`config.mk`:
```
export PLATFORM = sky130hd
export DESIGN_NAME = byte_vector_hamming_distance
export DESIGN_NICKNAME = d
export VERILOG_FILES = /design/src/bvhd_pkg.sv /design/src/byte_vector_hamming_distance.sv /design/src/bvhd_lane.sv /design/src/bvhd_merge.sv /design/src/bvhd_float.sv
export SDC_FILE = /design/constraint.sdc
export NUM_CORES = 1
export LEC_CHECK = 0
export ABC_CLOCK_PERIOD_IN_PS = 6300
export BUFFER_PORTS_ARGS = -buffer_cell sky130_fd_sc_hd__buf_4
export CELL_PAD_IN_SITES_DETAIL_PLACEMENT = 0
export CELL_PAD_IN_SITES_GLOBAL_PLACEMENT = 2
export CORE_MARGIN = 8
export CORE_UTILIZATION = 36
export CTS_CLUSTER_DIAMETER = 50
export DETAILED_ROUTE_END_ITERATION = 6
export PLACE_DENSITY_LB_ADDON = 0.1
export SLEW_MARGIN = 20
export SYNTH_ARGS = -nofsm -noshare
export SYNTH_HDL_FRONTEND = slang
export SYNTH_SLANG_ARGS = --single-unit
```
`constraint.sdc`:
```
create_clock -name clk -period 6.3 [get_ports clk]
set_clock_uncertainty 0.2 [all_clocks]
set_input_delay 0.315 -clock clk [delete_from_list [all_inputs] [get_ports clk]]
set_output_delay 0.315 -clock clk [all_outputs]
set_load 0.02 [all_outputs]
```
`src/bvhd_pkg.sv`:
```
// ---------------------------------------------------------------------------
// bvhd_pkg: shared types and constants for the byte vector Hamming distance
// Widths of the byte lanes, the running total and the single-precision result.
// ---------------------------------------------------------------------------
package bvhd_pkg;

  // Byte lanes that one input word carries.
  localparam int ITEM_LANES = 8;
  localparam int BYTE_W     = 8;
  // Bit count of one byte lane, 0 to 8.
  localparam int LANE_CNT_W = 4;
  // Running total and float widths.
  localparam int TOTAL_W    = 36;
  localparam int FLOAT_W    = 32;
  localparam int BCNT_W     = 4;
  // Leading-one search works on groups of six bits.
  localparam int GROUP_W    = 6;
  localparam int N_GROUPS   = TOTAL_W / GROUP_W;
  localparam int GPOS_W     = 3;
  localparam int GIDX_W     = 3;
  localparam int MSB_W      = 6;
  localparam int EXP_W      = 8;
  localparam int MANT_W     = 24;
  localparam int EXP_BIAS   = 127;

  typedef logic [BYTE_W-1:0]     byte_t;
  typedef logic [LANE_CNT_W-1:0] lane_cnt_t;
  typedef logic [TOTAL_W-1:0]    count_t;
  typedef logic [FLOAT_W-1:0]    float_t;
  typedef logic [BCNT_W-1:0]     bcnt_t;

endpackage

```
`src/byte_vector_hamming_distance.sv`:
```
// ---------------------------------------------------------------------------
// byte_vector_hamming_distance: bitwise Hamming distance of byte vectors
//
//   channel | signals                                   | direction
//   --------+-------------------------------------------+----------
//   input   | in_valid, in_stall, a_bytes, b_bytes,     | in
//           | byte_count, is_last                       |
//   output  | out_valid, out_stall, distance_count,     | out
//           | distance_float                            |
//
// One input word is taken per cycle unless stalled. A last word's result
// passes the lane popcount register, merge and accumulate register, then
// the three-stage float conversion. Reset clears the running total and all
// valid flags. Output stall holds the result register and backs up through
// the stages; words without last are always absorbed by the accumulator.
// ---------------------------------------------------------------------------
module byte_vector_hamming_distance #(
  parameter int LANES = 8
) (
  input  logic                        clk,
  input  logic                        rst,
  input  logic                        in_valid,
  output logic                        in_stall,
  input  logic [63:0]                 a_bytes,
  input  logic [63:0]                 b_bytes,
  input  bvhd_pkg::bcnt_t             byte_count,
  input  logic                        is_last,
  output logic                        out_valid,
  input  logic                        out_stall,
  output bvhd_pkg::count_t            distance_count,
  output bvhd_pkg::float_t            distance_float
);
  import bvhd_pkg::*;

  localparam int NL = (LANES < ITEM_LANES) ? LANES : ITEM_LANES;

  lane_cnt_t  cnt_c  [NL];
  lane_cnt_t  s1_cnt [NL];
  logic       s1_valid;
  logic       s1_last;
  logic       m_ready;
  logic       s1_load;
  logic       res_valid;
  count_t     res_count;
  logic       f_ready;

  // Lanes working side by side on the bytes of one word.
  for (genvar i = 0; i < NL; i++) begin : g_lane
    bvhd_lane u_lane (
      .a_byte  (a_bytes[i*BYTE_W +: BYTE_W]),
      .b_byte  (b_bytes[i*BYTE_W +: BYTE_W]),
      .lane_en (bcnt_t'(i) < byte_count),
      .cnt     (cnt_c[i])
    );
  end

  // Lane count register.
  assign in_stall = s1_valid && !m_ready;
  assign s1_load  = in_valid && !in_stall;

  always_ff @(posedge clk) begin
    if (rst) begin
      s1_valid <= 1'b0;
    end else if (!in_stall) begin
      s1_valid <= in_valid;
    end
  end

  always_ff @(posedge clk) begin
    if (s1_load) begin
      s1_last <= is_last;
      s1_cnt  <= cnt_c;
    end
  end

  // Merge the lanes into the running total.
  bvhd_merge #(
    .NLANES (NL)
  ) u_merge (
    .clk        (clk),
    .rst        (rst),
    .lane_valid (s1_valid),
    .lane_last  (s1_last),
    .lane_cnt   (s1_cnt),
    .lane_ready (m_ready),
    .res_valid  (res_valid),
    .res_count  (res_count),
    .res_ready  (f_ready)
  );

  // Float conversion and output register.
  bvhd_float u_float (
    .clk       (clk),
    .rst       (rst),
    .in_valid  (res_valid),
    .in_count  (res_count),
    .in_ready  (f_ready),
    .out_valid (out_valid),
    .out_count (distance_count),
    .out_float (distance_float),
    .out_ready (!out_stall)
  );

endmodule

```
`src/bvhd_lane.sv`:
```
// ---------------------------------------------------------------------------
// bvhd_lane: one byte lane of the distance datapath
// XORs a byte pair and counts the differing bits when the lane is enabled.
// ---------------------------------------------------------------------------
module bvhd_lane (
  input  bvhd_pkg::byte_t     a_byte,
  input  bvhd_pkg::byte_t     b_byte,
  input  logic                lane_en,
  output bvhd_pkg::lane_cnt_t cnt
);
  import bvhd_pkg::*;

  byte_t diff;

  // Differing bits of the pair; a disabled lane counts nothing.
  assign diff = lane_en ? (a_byte ^ b_byte) : '0;

  // Population count of the eight difference bits.
  always_comb begin
    cnt = '0;
    for (int i = 0; i < BYTE_W; i++) begin
      cnt = cnt + lane_cnt_t'(diff[i]);
    end
  end

endmodule

```
`src/bvhd_merge.sv`:
```
// ---------------------------------------------------------------------------
// bvhd_merge: merges the lane counts into the running total
// Sums the lane counts, adds them to the saturating total and, on the last
// word of a vector, hands the total on and clears it.
// ---------------------------------------------------------------------------
module bvhd_merge #(
  parameter int NLANES = 8
) (
  input  logic                clk,
  input  logic                rst,
  input  logic                lane_valid,
  input  logic                lane_last,
  input  bvhd_pkg::lane_cnt_t lane_cnt [NLANES],
  output logic                lane_ready,
  output logic                res_valid,
  output bvhd_pkg::count_t    res_count,
  input  logic                res_ready
);
  import bvhd_pkg::*;

  localparam int SUM_W = $clog2(NLANES * BYTE_W + 1);

  logic [SUM_W-1:0]   lane_sum;
  logic [TOTAL_W:0]   total_add;
  count_t             total_next;
  count_t             running_total;
  logic               take;

  // A word that is not last never waits; a last word needs the result slot.
  assign lane_ready = !lane_last || !res_valid || res_ready;
  assign take       = lane_valid && lane_ready;

  // Merge the lane counts.
  always_comb begin
    lane_sum = '0;
    for (int i = 0; i < NLANES; i++) begin
      lane_sum = lane_sum + SUM_W'(lane_cnt[i]);
    end
  end

  // Saturating accumulate.
  assign total_add  = {1'b0, running_total} + (TOTAL_W + 1)'(lane_sum);
  assign total_next = total_add[TOTAL_W] ? '1 : total_add[TOTAL_W-1:0];

  // Running total and result register.
  always_ff @(posedge clk) begin
    if (rst) begin
      running_total <= '0;
      res_valid     <= 1'b0;
    end else begin
      if (take && lane_last) begin
        res_valid <= 1'b1;
      end else if (res_ready) begin
        res_valid <= 1'b0;
      end
      if (take) begin
        running_total <= lane_last ? '0 : total_next;
      end
    end
  end

  always_ff @(posedge clk) begin
    if (take && lane_last) begin
      res_count <= total_next;
    end
  end

endmodule

```
`src/bvhd_float.sv`:
```
// ---------------------------------------------------------------------------
// bvhd_float: integer to single-precision conversion pipeline
// Three stages: group leading-one search, normalising shift, then rounding
// to nearest even and packing. The integer count travels alongside.
// ---------------------------------------------------------------------------
module bvhd_float (
  input  logic             clk,
  input  logic             rst,
  input  logic             in_valid,
  input  bvhd_pkg::count_t in_count,
  output logic             in_ready,
  output logic             out_valid,
  output bvhd_pkg::count_t out_count,
  output bvhd_pkg::float_t out_float,
  input  logic             out_ready
);
  import bvhd_pkg::*;

  // Stage one registers.
  logic                     v1;
  count_t                   c1;
  logic [N_GROUPS-1:0]      g1_nz;
  logic [GPOS_W-1:0]        g1_pos [N_GROUPS];
  // Stage two registers.
  logic                     v2;
  count_t                   c2;
  count_t                   norm2;
  logic [MSB_W-1:0]         msb2;
  logic                     nz2;
  // Stage three registers are the outputs.
  logic                     v3;

  logic                     rdy1, rdy2, rdy3;
  logic [GPOS_W-1:0]        pos_c [N_GROUPS];
  logic [N_GROUPS-1:0]      nz_c;
  logic [GIDX_W-1:0]        grp_c;
  logic [MSB_W-1:0]         msb_c;
  logic [MSB_W-1:0]         shift_c;
  logic [MANT_W-1:0]        mant_c;
  logic                     guard_c, sticky_c, round_c;
  logic [MANT_W:0]          mant_r;
  logic [EXP_W-1:0]         exp_c;
  float_t                   float_c;

  // Each stage loads when it is empty or its word moves on.
  assign rdy3     = !v3 || out_ready;
  assign rdy2     = !v2 || rdy3;
  assign rdy1     = !v1 || rdy2;
  assign in_ready = rdy1;
  assign out_valid = v3;

  // Leading one inside each six-bit group.
  always_comb begin
    for (int g = 0; g < N_GROUPS; g++) begin
      pos_c[g] = '0;
      nz_c[g]  = |in_count[g*GROUP_W +: GROUP_W];
      for (int b = 0; b < GROUP_W; b++) begin
        if (in_count[g*GROUP_W + b]) begin
          pos_c[g] = GPOS_W'(b);
        end
      end
    end
  end

  // Highest non-empty group gives the leading-one position.
  always_comb begin
    grp_c = '0;
    for (int g = 0; g < N_GROUPS; g++) begin
      if (g1_nz[g]) begin
        grp_c = GIDX_W'(g);
      end
    end
    msb_c   = MSB_W'(grp_c) * MSB_W'(GROUP_W) + MSB_W'(g1_pos[grp_c]);
    shift_c = MSB_W'(TOTAL_W - 1) - msb_c;
  end

  // Round to nearest even on the normalised value and pack.
  always_comb begin
    mant_c   = norm2[TOTAL_W-1 -: MANT_W];
    guard_c  = norm2[TOTAL_W-1-MANT_W];
    sticky_c = |norm2[TOTAL_W-2-MANT_W:0];
    round_c  = guard_c && (sticky_c || mant_c[0]);
    mant_r   = {1'b0, mant_c} + (MANT_W + 1)'(round_c);
    exp_c    = EXP_W'(msb2) + EXP_W'(EXP_BIAS) + EXP_W'(mant_r[MANT_W]);
    if (!nz2) begin
      float_c = '0;
    end else if (mant_r[MANT_W]) begin
      float_c = {1'b0, exp_c, (MANT_W - 1)'(0)};
    end else begin
      float_c = {1'b0, exp_c, mant_r[MANT_W-2:0]};
    end
  end

  // Valid flags.
  always_ff @(posedge clk) begin
    if (rst) begin
      v1 <= 1'b0;
      v2 <= 1'b0;
      v3 <= 1'b0;
    end else begin
      if (rdy1) begin
        v1 <= in_valid;
      end
      if (rdy2) begin
        v2 <= v1;
      end
      if (rdy3) begin
        v3 <= v2;
      end
    end
  end

  // Payload registers.
  always_ff @(posedge clk) begin
    if (rdy1 && in_valid) begin
      c1     <= in_count;
      g1_nz  <= nz_c;
      g1_pos <= pos_c;
    end
    if (rdy2 && v1) begin
      c2    <= c1;
      norm2 <= c1 << shift_c;
      msb2  <= msb_c;
      nz2   <= |g1_nz;
    end
    if (rdy3 && v2) begin
      out_count <= c2;
      out_float <= float_c;
    end
  end

endmodule
```
==> results_dict.tcl, run 1 <==
set metrics [dict create \
    path_buf_inv 9 \
    status "completed" \
    async_flop_share_pct 0 \
    whs_ns 0.110 \
    endpoint_kind "flip-flop" \
    intPower_mw 7.73 \
    p_leak_nw 8.82 \
    path_cells "buf_6 > fa_2 > xor2_2 > fa_1 > inv_1 > fa_1 > fa_1 > inv_1 > fa_1 > inv_1 > fa_2 > inv_1 > ha_1 > a21o_1 > a21oi_2 > o21ai_1 > nand4_1 > buf_6 > nor3_2 > buf_4 > buf_4 > buf_4 > a21oi_1 > o32ai_1" \
    nNetsFinal 1951 \
    pre_cts_ws_ns -0.128 \
    dieHeight_um 237 \
    ir_drop_mv 0.785 \
    grt_pass1_wl_um 70300 \
    num_io_pins 207 \
    synth_top_area_share_pct 46.9 \
    ys_warn_count 0 \
    crit_required_ns 6.53 \
    num_vias 11800 \
    die_w_um 237 \
    fillers 4624 \
    syn-num-nets 1711 \
    start_kind "flip-flop" \
    slew_violations 0 \
    worst_path_dominant_cell_family "adder cells" \
    finalHoldViolCount 0 \
    fin_crit_sh_pct 95.4 \
    path_depth 24 \
    grt_use_met1_pct 19.8 \
    fin_ws_ns 0.287 \
    clk_pin_slew_ns 0.06 \
    rrSetupSlack_ns 0.29 \
    cp.arrival_ns 6.24 \
    start_util_pct 36.2 \
    rows 81 \
    clk-insertion-delay-late_ns 0.56 \
    grt_max_degree 65 \
    tns_ns 0 \
    synth.yosys.seq_area_share_pct 51.6 \
    fin_crit_ns 6.01 \
    top_usage_layer "met2" \
    routabilityCongestion 0.830 \
    worst_pin_slew_ns 1.00 \
    worstSetupPathType "reg2reg" \
    overflow 0 \
    min_path_type "in2reg" \
    hpwl_um 34800 \
    clk_path_buf_depth 3 \
    wl_per_cell_um 19.2 \
    synthCells 1466 \
    syn2layout_area_growth_pct 23.8 \
    routed_wirelength_um 45300 \
    slew_headroom_pct 32.8 \
    reg2regPathDepth 24 \
    antenna_found_initial 0 \
    synth_top_area_cell "edfxtp_1" \
    power_frac_comb_pct 56.7 \
    drtPass1Iterations 4 \
    switching_power_mw 4.70 \
    clock-root-buffer "clkbuf_16" \
    min_path_cells 4 \
    synth-main-ff-cell "edfxtp_1" \
    drc 0 \
    synth_area_leaders "edfxtp_1, fa_1, dfxtp_1" \
    power_density_mw_per_mm2 570 \
    portBuffers 205 \
    cts.sinks 316 \
    p_sw_share_pct 37.8 \
    path_max_fanout 7 \
    grt_use_met2_pct 26.9 \
    gr-usage-all-layers_pct 15.8 \
    htree_levels 2 \
    synth_edf_count 275 \
    core_region_area_mm2 0.0486 \
    dieArea_mm2 0.0562 \
    cp_slowest_cell "fa_2" \
    finalSetupViolCount 0 \
    power.total_mw 12.4 \
    grt_pass1_vias 12300 \
    maxCapViolCount 0 \
    diodes 0 \
    seqPwrFrac_pct 22.0 \
    grt_use_met3_pct 3.06 \
    numCtsBuffers 44 \
    ys_ff_latch 316 \
    cts_tree "done" \
    clockPowerShare_pct 21.3 \
    via_per_inst 5.02 \
    fmax_ghz 0.166 \
    max_stage_delay_ns 0.56 \
    ant_nets 0 \
    drive_gt1_share_pct 24.2 \
    synth.cell_area_mm2 0.0176 \
    initialDrtViolationCount 636 \
    synth_cell_types 80 \
    placed_area_mm2 0.0200 \
    stdcell_area_mm2 0.0218 \
    syn_avg_cell_area_um2 12.0 \
]
cell type report:
class / instances / area, um^2 / share of cell area, %
Inverter: 124 / 475 / 2.18
Clock buffer: 50 / 1140 / 5.25
Tap cell: 622 / 778 / 3.57
Clock inverter: 29 / 437 / 2.00
Multi-Input combinational cell: 969 / 7970 / 36.5
Sequential cell: 316 / 9080 / 41.7
Timing Repair Buffer: 251 / 1910 / 8.78
registers in the layout (all words and copies together) (netlist names), 18 cells and up:
register               cells
s1_cnt                    32
u_float.c1                36
u_float.c2                36
u_float.g1_pos            18
u_float.norm2             36
u_float.out_count         36
u_float.out_float         31
u_merge.res_count         36
u_merge.running_total     36
worst paths after layout:
| path | start | to |
|---|---|---|
| worst max-delay path | s1_cnt[29] | u_merge.running_total[23] |
| worst min-delay path | a_bytes[35] | s1_cnt[12] |
| worst max register to register | s1_cnt[29] | u_merge.running_total[23] |
| worst min register to register | u_float.c2[2] | u_float.out_count[2] |
what timing repair did:
| action | in CTS | in global routing |
|---|---|---|
| gates resized for setup | 11 | 19 |
| hold buffers | 4 | 0 |
| gates cloned | 0 | 0 |
| setup endpoints to repair | 14 | 71 |
| buffers inserted | 0 | 4 |
| hold endpoints to repair | 12 | 0 |
| pin swaps | 2 | 15 |
metal layers:
| metal | vias up | share of wire [%] |
|---|---|---|
| met1 | 5739 | 43 |
| met3 | 102 | 4.4 |
| met5 | - | 0 |
| met4 | 0 | 3.9 |
| met2 | 275 | 49 |
| li1 | 5725 | - |
metrics by stage:
step	util [%]	instances
final	44.8	2361
after global routing	44.8	2361
after CTS	44.6	2357
after detailed placement	41.1	2274
after global placement	41.1	2274
after floorplan	-	1466
power by group through the flow:
| stage | registers (mW) | logic, mW | clock network, mW |
|---|---|---|---|
| after floorplan | 2.75 | 4.56 | 0 |
| after global placement | 2.78 | 6.49 | 0 |
| after detailed placement | 2.78 | 6.47 | 0 |
| after CTS | 2.74 | 6.69 | 2.71 |
| after global routing | 2.75 | 8.01 | 2.79 |
| final | 2.74 | 7.04 | 2.65 |
cells by family (layout without fill, tap and decap cells):
family | Yosys count | count (layout) | synth area share, %
xor gates and xnor gates | 140 | 140 | 7.09
DFF | 316 | 316 | 51.6
buffers and inverters | 181 | 454 | 4.17
AOI/OAI and AO/OA | 200 | 200 | 7.86
other | 1 | 1 | 0.0213
muxes | 83 | 83 | 7.90
and+or+nand+nor | 437 | 437 | 11.4
adders and majority gates | 108 | 108 | 9.98
worst reg2reg max path: cells and delay by family (launching register included):
kind,cells,cell delay [ns]
AOI/OAI and AO/OA,5,0.72
xor gates and xnor gates,1,0.17
adders and majority gates,7,3.19
buffers and inverters,9,0.94
DFF,1,0.43
and+or+nand+nor,2,0.24
synth_stat cells (11+ instances only):
master,count
a21oi_1,58
a22oi_1,18
a31oi_1,11
and2_1,19
and3_1,22
clkbuf_1,43
dfxtp_1,41
edfxtp_1,275
fa_1,54
ha_1,54
inv_1,118
mux2i_1,34
mux4_2,35
nand2_1,135
nand3_1,27
nand4_1,12
nor2_1,149
nor2b_1,14
nor3_1,25
xnor2_1,76
xor2_1,62
cells in the final DEF, fill, tap and decap left out, types with 8 or more instances in the layout:
master | netlist | layout
fa_1 | 54 | 52
nand2_1 | 135 | 135
a21o_1 | 9 | 9
or2_2 | 9 | 9
dfxtp_1 | 41 | 41
buf_4 | 1 | 244
mux4_2 | 35 | 35
nor2_1 | 149 | 146
xnor2_1 | 76 | 75
clkbuf_16 | 0 | 45
and2_1 | 19 | 19
and3_1 | 22 | 21
mux2i_1 | 34 | 34
a22oi_1 | 18 | 18
ha_1 | 54 | 49
nor3_1 | 25 | 22
inv_1 | 118 | 118
nand4_1 | 12 | 12
nand3_1 | 27 | 26
o21bai_1 | 9 | 8
a311oi_1 | 8 | 8
a31oi_1 | 11 | 11
bufinv_16 | 0 | 9
xor2_1 | 62 | 59
nor2b_1 | 14 | 11
edfxtp_1 | 275 | 275
o21ai_1 | 9 | 10
a21oi_1 | 58 | 54
Note: power is estimated with default switching activity, not from simulation.
==> run 2, diff against run 1 <==
- ABC_AREA: default -> 1
- CORE_UTILIZATION: 36 -> 34
==> results_dict.tcl, run 2 <==
set metrics [dict create \
    synth_top_area_share_pct 47.3 \
    hpwl_um 35800 \
    fin_crit_sh_pct 95.7 \
    diodes 0 \
    cts_tree "done" \
    num_vias 13000 \
    max_stage_delay_ns 0.52 \
    rows 83 \
    grt_max_degree 68 \
    power_density_mw_per_mm2 555 \
    numCtsBuffers 41 \
    drc 0 \
    finalSetupViolCount 0 \
    drtPass1Iterations 5 \
    r2r-start "s1_cnt[28]" \
    initialDrtViolationCount 757 \
    clk_path_buf_depth 3 \
    portBuffers 205 \
    clk_pin_slew_ns 0.06 \
    final_core_util_pct 41.8 \
    async_flop_share_pct 0 \
    antenna_found_initial 0 \
    ir_drop_mv 1.07 \
    maxCapViolCount 0 \
    rrSetupSlack_ns 0.27 \
    htree_levels 2 \
    min_path_cells 2 \
    synth_cell_types 47 \
    fin_crit_ns 6.03 \
    clockPowerShare_pct 19.4 \
    cts.sinks 316 \
    p_leak_nw 8.82 \
    synth.yosys.seq_area_share_pct 52.0 \
    gr-usage-all-layers_pct 15.7 \
    dieHeight_um 243 \
    final_common_cell "nand2_1" \
    grt_pass1_wl_um 74200 \
    ys_ff_latch 316 \
    routabilityCongestion 0.827 \
    ys_warn_count 0 \
    dieArea_mm2 0.0589 \
    clk-insertion-delay-late_ns 0.57 \
    start_util_pct 34.2 \
    synth-main-ff-cell "edfxtp_1" \
    die_w_um 243 \
    finalHoldViolCount 0 \
    most-common-layout-cells "nand2_1, nand3_1, edfxtp_1" \
    wl_per_cell_um 17.1 \
    pre_cts_ws_ns -0.0346 \
    cp_slowest_cell "fa_1" \
    seqPwrFrac_pct 23.3 \
    start_kind "flip-flop" \
    status "completed" \
    worstSetupPathType "reg2reg" \
    fin_ws_ns 0.269 \
    overflow 0 \
    reg2regPathDepth 30 \
    slew_headroom_pct 29.6 \
    via_per_inst 4.74 \
    rsz0062_at_grt "yes" \
    routed_wirelength_um 47000 \
    worst_pin_slew_ns 1.05 \
    core_region_area_mm2 0.0511 \
    synth_edf_count 275 \
    drive_gt1_share_pct 18.3 \
    fmax_ghz 0.166 \
    synth.cell_area_mm2 0.0175 \
    syn2layout_area_growth_pct 22.4 \
    synth_top_area_cell "edfxtp_1" \
    path_max_fanout 5 \
    num_io_pins 207 \
    nNetsFinal 2278 \
    stdcell_area_mm2 0.0214 \
    hold_start "rst" \
    crit_required_ns 6.59 \
    min_path_type "in2reg" \
    synth_area_leaders "edfxtp_1, nand3_1, nand2_1" \
    intPower_mw 6.70 \
    endpoint_kind "flip-flop" \
    slew_violations 0 \
    cp.arrival_ns 6.32 \
    switching_power_mw 5.17 \
    cp_common_cell "nand2_1" \
    cp-startpoint "s1_cnt[28]" \
    clock-root-buffer "clkbuf_16" \
    synth_common_cells "nand2_1, nand3_1, edfxtp_1" \
    reg2reg_to "u_merge.running_total[22]" \
    ant_nets 0 \
    post-synth-top-count-cell "nand2_1" \
    grt_pass1_vias 13500 \
    p_sw_share_pct 43.6 \
    synthCells 1804 \
    whs_endpoint "u_merge.running_total[25]" \
    power_frac_comb_pct 57.2 \
    syn-num-nets 2049 \
    placed_area_mm2 0.0199 \
    syn_avg_cell_area_um2 9.68 \
]
-- run 2: cell count changes after synthesis, moves of 19 or more --
| cell | delta |
|---|---|
| a21oi_1 | +23 |
| and2_1 | -19 |
| and3_1 | -22 |
| inv_1 | +104 |
| mux2i_1 | -34 |
| mux4_2 | -35 |
| nand2_1 | +202 |
| nand3_1 | +281 |
| xnor2_1 | -44 |
-- run 2: routing by layer --
layer	share of wire [%]	global-route usage (%)	vias up
met5	0	0	-
met4	2.6	4.58	0
met3	3.9	2.94	78
met2	50	27.4	229
met1	43	19.5	6192
li1	-	-	6524
-- run 2: cell type report --
type                    instances  area [um^2]
clock buffers                  50         1120
clock inverters                26          231
fillers                      5063        29700
inverters                     227          852
multi-input cells            1210         7420
flip-flops and latches        316         9080
well taps                     680          851
repair buffers                237         1810
-- run 2: repair_timing --
item,4_1_cts,5_1_grt
pin swaps,0,19
setup endpoints to repair,2,69
hold endpoints to repair,4,0
hold buffers,3,0
buffers inserted,0,2
resized for setup,2,27
-- run 2: worst max-delay path by stage --
stage / endpoint / depth (start not counted) / slack [ns]
after floorplan: u_merge.res_count[13] / 23 / 0.34
after global placement: u_merge.running_total[22] / 27 / 0.03
after detailed placement: u_merge.running_total[22] / 27 / -0.03
after CTS: u_merge.running_total[22] / 27 / 0.04
after global routing: u_merge.running_total[22] / 30 / -0.1
final: u_merge.running_total[22] / 30 / 0.27
-- run 2: logic make-up after synthesis --
logic type / Yosys count / share of synthesized area [%]
XOR/XNOR: 96 / 4.90
buffers and inverters: 278 / 6.38
adder cells (fa/ha/maj): 108 / 10.1
flip-flops: 316 / 52.0
AO/OA/AOI/OAI: 143 / 4.53
AND/OR/NAND/NOR: 862 / 22.1
other: 1 / 0.0215
-- run 2: power by group through the flow --
stage               Sequential, mW  Clock [mW]  Combinational, mW
CTS                           2.77        2.38               6.46
global placement              2.81           0               6.32
finish                        2.77        2.31               6.79
global route                  2.78        2.46               7.69
floorplan                     2.78           0               4.62
detailed placement            2.81           0               6.29
-- run 2: worst max-delay path, delay by kind of cell (launching register included) --
kind	cells	cell delay, ns
adder cells (fa/ha/maj)	8	3.18
AND/OR/NAND/NOR	14	1.37
buffers and inverters	4	0.26
AO/OA/AOI/OAI	2	0.31
XOR/XNOR	2	0.24
flip-flops	1	0.42
-- run 2: through the flow --
| step | instances | power, mW | TNS [ns] | hold slack (ns) |
|---|---|---|---|---|
| after floorplan | 1804 | 7.40 | 0 | 0.200 |
| after global placement | 2665 | 9.13 | 0 | 0.205 |
| after detailed placement | 2665 | 9.10 | -0.0411 | 0.205 |
| after CTS | 2744 | 11.6 | 0 | 0.0124 |
| after global routing | 2746 | 12.9 | -0.199 | 0.0470 |
| final | 2746 | 11.9 | 0 | 0.0319 |
